**config.mk**
```make
export PLATFORM = sky130hd
export DESIGN_NAME = smbios_chassis_type_finder_unit
export DESIGN_NICKNAME = d
export VERILOG_FILES = /design/src/sctf_pkg.sv /design/src/smbios_chassis_type_finder_unit.sv
export VERILOG_INCLUDE_DIRS = /design/src /design/src/src
export SDC_FILE = /design/constraint.sdc
export NUM_CORES = 1
export LEC_CHECK = 0
export BUFFER_PORTS_ARGS = -buffer_cell sky130_fd_sc_hd__clkbuf_2
export CORE_UTILIZATION = 45
export CTS_CLUSTER_DIAMETER = 120
export DETAILED_ROUTE_END_ITERATION = 7
export PLACE_DENSITY = 0.77
export SETUP_SLACK_MARGIN = 0.4
export SLEW_MARGIN = 20
export SYNTH_ARGS = -nofsm -noshare
export SYNTH_HDL_FRONTEND = slang
export SYNTH_SLANG_ARGS = --single-unit
```
**constraint.sdc**
```tcl
create_clock -name i_clk -period 2.79 [get_ports i_clk]
set_input_delay 0.558 -clock i_clk [delete_from_list [all_inputs] [get_ports i_clk]]
set_output_delay 0.558 -clock i_clk [all_outputs]
set_load 0.03 [all_outputs]
```
**src/smbios_chassis_type_finder_unit_defines.svh**
```systemverilog
// ----------------------------------------------------------------------------
// SMBIOS chassis type finder: assertion macros
// Concurrent assertion helpers, compiled out when SYNTHESIS is defined.
// ----------------------------------------------------------------------------
`ifndef SMBIOS_CHASSIS_TYPE_FINDER_UNIT_DEFINES_SVH
`define SMBIOS_CHASSIS_TYPE_FINDER_UNIT_DEFINES_SVH

`ifndef SYNTHESIS

// Same-cycle implication, disabled while reset is asserted.
`define SCTF_ASSERT_IMPLIES(lbl, clk, rstn, ante, cons) \
    lbl: assert property (@(posedge clk) disable iff (!(rstn)) (ante) |-> (cons)) \
        else $error("sctf: same-cycle check failed");

// Next-cycle implication, disabled while reset is asserted.
`define SCTF_ASSERT_NEXT(lbl, clk, rstn, ante, cons) \
    lbl: assert property (@(posedge clk) disable iff (!(rstn)) (ante) |=> (cons)) \
        else $error("sctf: next-cycle check failed");

`else

`define SCTF_ASSERT_IMPLIES(lbl, clk, rstn, ante, cons)
`define SCTF_ASSERT_NEXT(lbl, clk, rstn, ante, cons)

`endif

`endif

```
**src/sctf_pkg.sv**
```systemverilog
// ----------------------------------------------------------------------------
// SMBIOS chassis type finder package
// Types, constants and the chassis form classification.
// ----------------------------------------------------------------------------
`timescale 1ns / 1ps
`default_nettype none

package sctf_pkg;

    // Parser phase within one table.
    typedef enum logic [1:0] {
        PH_HEADER  = 2'd0,
        PH_STRINGS = 2'd1,
        PH_DONE    = 2'd2
    } t_phase;

    // Form class reported alongside the chassis type.
    typedef enum logic [2:0] {
        FC_UNKNOWN  = 3'd0,
        FC_LAPTOP   = 3'd1,
        FC_TABLET   = 3'd2,
        FC_DESKTOP  = 3'd3,
        FC_SERVER   = 3'd4,
        FC_EMBEDDED = 3'd5
    } t_form_class;

    localparam logic [7:0] TYPE_END          = 8'd127;
    localparam logic [7:0] TYPE_ENCLOSURE    = 8'd3;
    localparam logic [7:0] MIN_LENGTH        = 8'd4;
    localparam logic [7:0] ENC_MIN_LENGTH    = 8'd5;  // length must exceed this
    localparam logic [7:0] CHASSIS_OFFSET    = 8'd5;
    localparam logic [7:0] CHASSIS_LAST_CODE = 8'd36;

    function automatic t_form_class form_of(input logic [7:0] t);
        t_form_class fc;
        fc = FC_UNKNOWN;
        if (t == 8'd8 || t == 8'd9 || t == 8'd10 || t == 8'd14) begin
            fc = FC_LAPTOP;
        end else if (t == 8'd11 || (t >= 8'd30 && t <= 8'd32)) begin
            fc = FC_TABLET;
        end else if ((t >= 8'd3 && t <= 8'd7) || t == 8'd13 || t == 8'd15 ||
                     t == 8'd16 || t == 8'd24) begin
            fc = FC_DESKTOP;
        end else if ((t >= 8'd17 && t <= 8'd23) || (t >= 8'd25 && t <= 8'd29)) begin
            fc = FC_SERVER;
        end else if (t >= 8'd33 && t <= CHASSIS_LAST_CODE) begin
            fc = FC_EMBEDDED;
        end
        return fc;
    endfunction

endpackage

`default_nettype wire

```
**src/smbios_chassis_type_finder_unit.sv**
```systemverilog
// ----------------------------------------------------------------------------
// SMBIOS chassis type finder unit
// Walks an SMBIOS structure table byte by byte and reports the enclosure
// chassis type and its form class, one result transaction per table.
// ----------------------------------------------------------------------------
// The unit takes one table byte per input transaction, at a sustained rate of
// one byte per clock cycle while results are taken, and gives exactly one result
// transaction per table. Each byte is handled in the cycle it is accepted by
// a short walk update (a few compares and an 8-bit increment), and any result
// goes into a single output register. A result appears on the output in the
// cycle after the byte that caused it: either byte 5 of the first enclosure
// structure (type 3, length over 5), or the byte flagged as last when no
// enclosure was found, in which case the chassis type is 0 and the class is
// unknown. The input stays ready while a result waits, as long as the result
// is being taken in the same cycle; only an untaken result stalls the input.
`timescale 1ns / 1ps
`default_nettype none
`include "smbios_chassis_type_finder_unit_defines.svh"

module smbios_chassis_type_finder_unit
    import sctf_pkg::*;
(
    input  wire logic       i_clk,
    input  wire logic       i_rst_n,
    // Table byte input channel
    input  wire logic       i_in_valid,
    output logic            o_in_ready,
    input  wire logic [7:0] i_data_byte,
    input  wire logic       i_last_byte,
    // Result output channel
    output logic            o_out_valid,
    input  wire logic       i_out_ready,
    output logic [7:0]      o_enclosure_type,
    output logic [2:0]      o_form_class
);

    // Walk state.
    t_phase      r_phase,      n_phase;
    logic [7:0]  r_hdr_off,    n_hdr_off;
    logic [7:0]  r_len,        n_len;
    logic        r_is_enc,     n_is_enc;
    logic        r_prev_zero,  n_prev_zero;
    logic        r_answered,   n_answered;

    // Result register.
    logic        r_out_valid;
    logic [7:0]  r_enc_type;
    t_form_class r_form;

    logic        in_fire;
    logic        hit;
    logic        miss;
    logic [7:0]  off_inc;

    // The input may move whenever the result slot is empty or being emptied.
    assign o_in_ready = !r_out_valid || i_out_ready;
    assign in_fire    = i_in_valid && o_in_ready;
    assign off_inc    = r_hdr_off + 8'd1;

    always_comb begin
        n_phase     = r_phase;
        n_hdr_off   = r_hdr_off;
        n_len       = r_len;
        n_is_enc    = r_is_enc;
        n_prev_zero = r_prev_zero;
        n_answered  = r_answered;
        hit         = 1'b0;
        miss        = 1'b0;
        if (in_fire) begin
            case (r_phase)
                PH_HEADER: begin
                    if (r_hdr_off == 8'd0) begin
                        // Type byte: the end-of-table type stops the walk.
                        if (i_data_byte == TYPE_END) begin
                            n_phase = PH_DONE;
                        end
                        n_is_enc = (i_data_byte == TYPE_ENCLOSURE);
                    end else if (r_hdr_off == 8'd1) begin
                        // Length byte: too short a structure stops the walk.
                        n_len = i_data_byte;
                        if (i_data_byte < MIN_LENGTH) begin
                            n_phase = PH_DONE;
                        end else begin
                            n_is_enc = r_is_enc && (i_data_byte > ENC_MIN_LENGTH);
                        end
                    end else if (r_hdr_off == CHASSIS_OFFSET && r_is_enc) begin
                        hit        = 1'b1;
                        n_answered = 1'b1;
                        n_phase    = PH_DONE;
                    end
                    if (n_phase == PH_HEADER) begin
                        // The formatted area ends once the offset reaches the length.
                        if (r_hdr_off != 8'd0 && off_inc >= n_len) begin
                            n_phase     = PH_STRINGS;
                            n_prev_zero = 1'b0;
                            n_hdr_off   = 8'd0;
                        end else begin
                            n_hdr_off = off_inc;
                        end
                    end
                end
                PH_STRINGS: begin
                    // A double zero closes the string set.
                    if (r_prev_zero && i_data_byte == 8'd0) begin
                        n_phase     = PH_HEADER;
                        n_hdr_off   = 8'd0;
                        n_len       = 8'd0;
                        n_is_enc    = 1'b0;
                        n_prev_zero = 1'b0;
                    end else begin
                        n_prev_zero = (i_data_byte == 8'd0);
                    end
                end
                default: begin
                    n_phase = PH_DONE;
                end
            endcase
            // The last byte closes the table and rearms the walk.
            if (i_last_byte) begin
                miss        = !n_answered;
                n_phase     = PH_HEADER;
                n_hdr_off   = 8'd0;
                n_len       = 8'd0;
                n_is_enc    = 1'b0;
                n_prev_zero = 1'b0;
                n_answered  = 1'b0;
            end
        end
    end

    always_ff @(posedge i_clk) begin
        if (!i_rst_n) begin
            r_phase     <= PH_HEADER;
            r_hdr_off   <= 8'd0;
            r_len       <= 8'd0;
            r_is_enc    <= 1'b0;
            r_prev_zero <= 1'b0;
            r_answered  <= 1'b0;
        end else begin
            r_phase     <= n_phase;
            r_hdr_off   <= n_hdr_off;
            r_len       <= n_len;
            r_is_enc    <= n_is_enc;
            r_prev_zero <= n_prev_zero;
            r_answered  <= n_answered;
        end
    end

    // Result valid: set by a new result, cleared when the result is taken.
    always_ff @(posedge i_clk) begin
        if (!i_rst_n) begin
            r_out_valid <= 1'b0;
        end else if (hit || miss) begin
            r_out_valid <= 1'b1;
        end else if (i_out_ready) begin
            r_out_valid <= 1'b0;
        end
    end

    always_ff @(posedge i_clk) begin
        if (hit) begin
            r_enc_type <= i_data_byte;
            r_form     <= form_of(i_data_byte);
        end else if (miss) begin
            r_enc_type <= 8'd0;
            r_form     <= FC_UNKNOWN;
        end
    end

    assign o_out_valid      = r_out_valid;
    assign o_enclosure_type = r_enc_type;
    assign o_form_class     = r_form;

    // An answer always parks the walk until the table ends.
    `SCTF_ASSERT_IMPLIES(a_answered_parks, i_clk, i_rst_n, r_answered, r_phase == PH_DONE)
    // A table end that was not answered earlier leaves a result waiting in the next cycle.
    `SCTF_ASSERT_NEXT(a_last_gives_result, i_clk, i_rst_n, in_fire && i_last_byte && !r_answered, r_out_valid)
    // Every table end rearms the walk.
    `SCTF_ASSERT_NEXT(a_last_rearms, i_clk, i_rst_n, in_fire && i_last_byte, r_phase == PH_HEADER && r_hdr_off == 8'd0 && !r_answered)
    // A result of unknown type never carries a known class.
    `SCTF_ASSERT_IMPLIES(a_zero_unknown, i_clk, i_rst_n, r_out_valid && r_enc_type == 8'd0, r_form == FC_UNKNOWN)

endmodule

`default_nettype wire

```
==> metrics.csv <==
metric,value,unit
Peak VDD IR,296.8,uV
worst hold path depth,1,
Worst Path Required,3.01,ns
IO buf count,25,
Syn. warnings,0,
final period utilization,0.9580,
crit-path max cell delay,0.35,ns
Via Count,1932,
Achievable Freq,0.3741,GHz
Worst-path clk slew,0.07,ns
layout cell share with drive strength beyond 1,0.2667,
CP max stage cell,dfxtp_4,
Setup crit start kind,flop,
worst-path fanout max,9,
critical path arrival,2.89,ns
Final nets,293,
ANT nets after route,0,
core area,0.004384,sq mm
first-pass GRT wire length,8549,um
I/O Pins,26,
Placed Cells,309,
R2R cell count,13,
TritonCTS clock tree,yes,
initial antenna violation count,0,
register area,775.7,sq um
worst-margin pin slew,1.018,ns
Reg2Reg Setup Slack,0.12,ns
clk sink count,33,
Iteration-0 DRC Markers,246,
number of global-route vias before repair,1793,
Initial Utilization,0.4700,
Root Buffer Master,clkbuf_8,
die area,0.004854,sq mm
std cell rows,24,
Die X,69.67,um
max-cap violation count,0,
Synth Instances,232,
Fin. Hold Viols,0,
largest net degree at the start of global routing,21,
Pwr Density,451.9,mW/mm^2
Hold Path Class,flop to flop,
WL per Instance,15.51,um
GRT Util Overall,0.2223,
die height,69.67,um
Mapped Nets,256,
clock buffer count from CTS,5,
Fillers,400,
area growth from synthesis to layout,20.10,%
Setup Skew,0.008169,ns
Detailed Route WL,4994,um
DRC,0,
n_diodes,0,
DRT Pass-1 Iters,4,
#FFs+latches synth,33,
leakage,1.034,nW
Max Slew Vio Count,0,
Netlist cell types,55,
fin cells,322,
DP HPWL,3551,um
GPL Wtd Cong,0.8525,
sequential area share after synthesis,0.3740,
# H-tree levels,2,
crit path capture type,flop,
status,completed,
CP cell instances,nor4_4 -> and3b_2 -> nand2_4 -> nor2_4 -> a21oi_2 -> ha_1 -> a211o_1 -> a31oi_1 -> o211ai_1 -> a21boi_2 -> buf_6 -> a21oi_2 -> o22ai_1,
RSZ-0062 raised after global routing,yes,
Final min period,2.673,ns
total power,1.118,mW
Setup CP Type,flop to flop,
Mapped Area,0.002061,sq mm
setup violators final,0,
"Avg Cell Area, Syn",8.882,sq um
Multi-input gate area,0.001267,sq mm
Slew HR,0.3197,
Longest Clk Path Bufs,2,
grt ovf,0,
most frequent cell on the critical path,a21oi_2,
drt via density,6.000,
later-pin clock latency in the skew report,0.30,ns
==> cell type report <==
type	count	share of cell area
Multi-Input combinational cell	182	0.5121
Sequential cell	33	0.3134
Timing Repair Buffer	38	0.09151
Clock buffer	6	0.02932
Tap cell	52	0.02629
Clock inverter	2	0.01365
Inverter	9	0.01365
==> synth_stat cells (all sizes together) <==
| cell | instances | share of area |
|---|---|---|
| a21o | 1 | 0.0036 |
| a31o | 1 | 0.0043 |
| o211ai | 1 | 0.0036 |
| o21bai | 1 | 0.0036 |
| o21a | 2 | 0.011 |
| a31oi | 2 | 0.0061 |
| or3b | 1 | 0.0043 |
| nor2 | 24 | 0.045 |
| a21oi | 15 | 0.042 |
| a211o | 2 | 0.0085 |
| clkbuf | 3 | 0.0055 |
| o22ai | 5 | 0.015 |
| a22oi | 1 | 0.0036 |
| nand2b | 1 | 0.0030 |
| nor2b | 3 | 0.0091 |
| nor3 | 2 | 0.0049 |
| o32ai | 1 | 0.0043 |
| nand3b | 3 | 0.011 |
| o311ai | 1 | 0.0043 |
| o21ai | 8 | 0.025 |
| mux2i | 6 | 0.029 |
| o2111ai | 2 | 0.0085 |
| ha | 11 | 0.067 |
| o221a | 1 | 0.0055 |
| a32o | 1 | 0.0049 |
| and3b | 1 | 0.0049 |
| dfxtp | 22 | 0.21 |
| a22o | 9 | 0.039 |
| a21boi | 6 | 0.026 |
| or3 | 2 | 0.0067 |
| inv | 9 | 0.016 |
| nand3 | 14 | 0.034 |
| buf | 6 | 0.015 |
| edfxtp | 11 | 0.16 |
| nor4 | 4 | 0.022 |
| xnor2 | 4 | 0.017 |
| nand4 | 5 | 0.018 |
| and2 | 5 | 0.016 |
| and3 | 6 | 0.019 |
| o31ai | 1 | 0.0036 |
| nand2 | 26 | 0.049 |
| xor2 | 2 | 0.0085 |
==> critical path: cells and delay by family, from the launching register on <==
family / cells / cell delay [ns]
AOI/OAI and AO/OA: 7 / 0.99
adders and majority gates: 1 / 0.28
DFF: 1 / 0.35
buffers and inverters: 1 / 0.16
and+or+nand+nor: 4 / 0.81
==> state kept, by name, summed over array words and instances, names as in the netlist <==
signal	cells
r_hdr_off	8
o_enclosure_type	8
r_prev_zero	1
o_out_valid	1
r_phase	2
r_answered	1
o_form_class	3
r_len	8
r_is_enc	1
==> power breakdown <==
group | total [mW] | internal, mW | switching, mW
registers | 0.507 | 0.503 | 0.00359
clock network | 0.447 | 0.264 | 0.183
logic | 0.165 | 0.0547 | 0.110
total | 1.12 | 0.821 | 0.297
==> cell families after synthesis <==
family	after synthesis	share of synthesized area
and+or+nand+nor	97	0.2465
xor gates and xnor gates	6	0.02550
adders and majority gates	11	0.06679
buffers and inverters	18	0.03643
DFF	33	0.3740
AOI/OAI and AO/OA	61	0.2216
muxes	6	0.02915
==> worst paths after layout <==
check | from | to
max | r_hdr_off[6]$_SDFFE_PN0P_ | r_hdr_off[3]$_SDFFE_PN0P_
min | r_len[4]$_SDFFE_PN0P_ | r_len[4]$_SDFFE_PN0P_
max reg2reg | r_hdr_off[6]$_SDFFE_PN0P_ | r_hdr_off[3]$_SDFFE_PN0P_
min reg2reg | r_len[4]$_SDFFE_PN0P_ | r_len[4]$_SDFFE_PN0P_
==> cells in the final DEF (no fill, tap or decap), types with 6 or more instances in the layout <==
cell,instances
a21oi_1,12
a22o_1,8
buf_4,12
clkbuf_2,25
dfxtp_1,20
edfxtp_1,11
ha_1,11
inv_1,9
mux2i_1,6
nand2_1,24
nand3_1,13
nor2_1,21
o21ai_0,7
==> metrics by stage <==
stage	util	hold WS [ns]	worst slack, ns	cell area (sq um)	setup TNS, ns
after floorplan	-	0.4409	0.1194	2083	0
after global placement	0.5231	0.4514	0.06243	2293	0
after detailed placement	0.5231	0.4670	0.01719	2293	0
after CTS	0.5605	0.4882	0.1405	2457	0
after global routing	0.5645	0.5083	-0.07198	2475	-0.1348
final	0.5645	0.4827	0.1172	2475	0
==> what timing repair did <==
item | CTS | global route
endpoints found under the setup margin | 10 | 10
setup buffers | 3 | 1
hold buffers | 0 | 0
cloned | 1 | 0
pin swaps | 4 | 1
resized for setup | 7 | 3
==> per-layer routing <==
layer  routed length (um)  GRT usage
met1                 2237     0.3092
met2                 2329     0.3312
met3                  330    0.04942
met4                   96    0.09556
met5                    0          0
(Power assumes the default switching activity.)
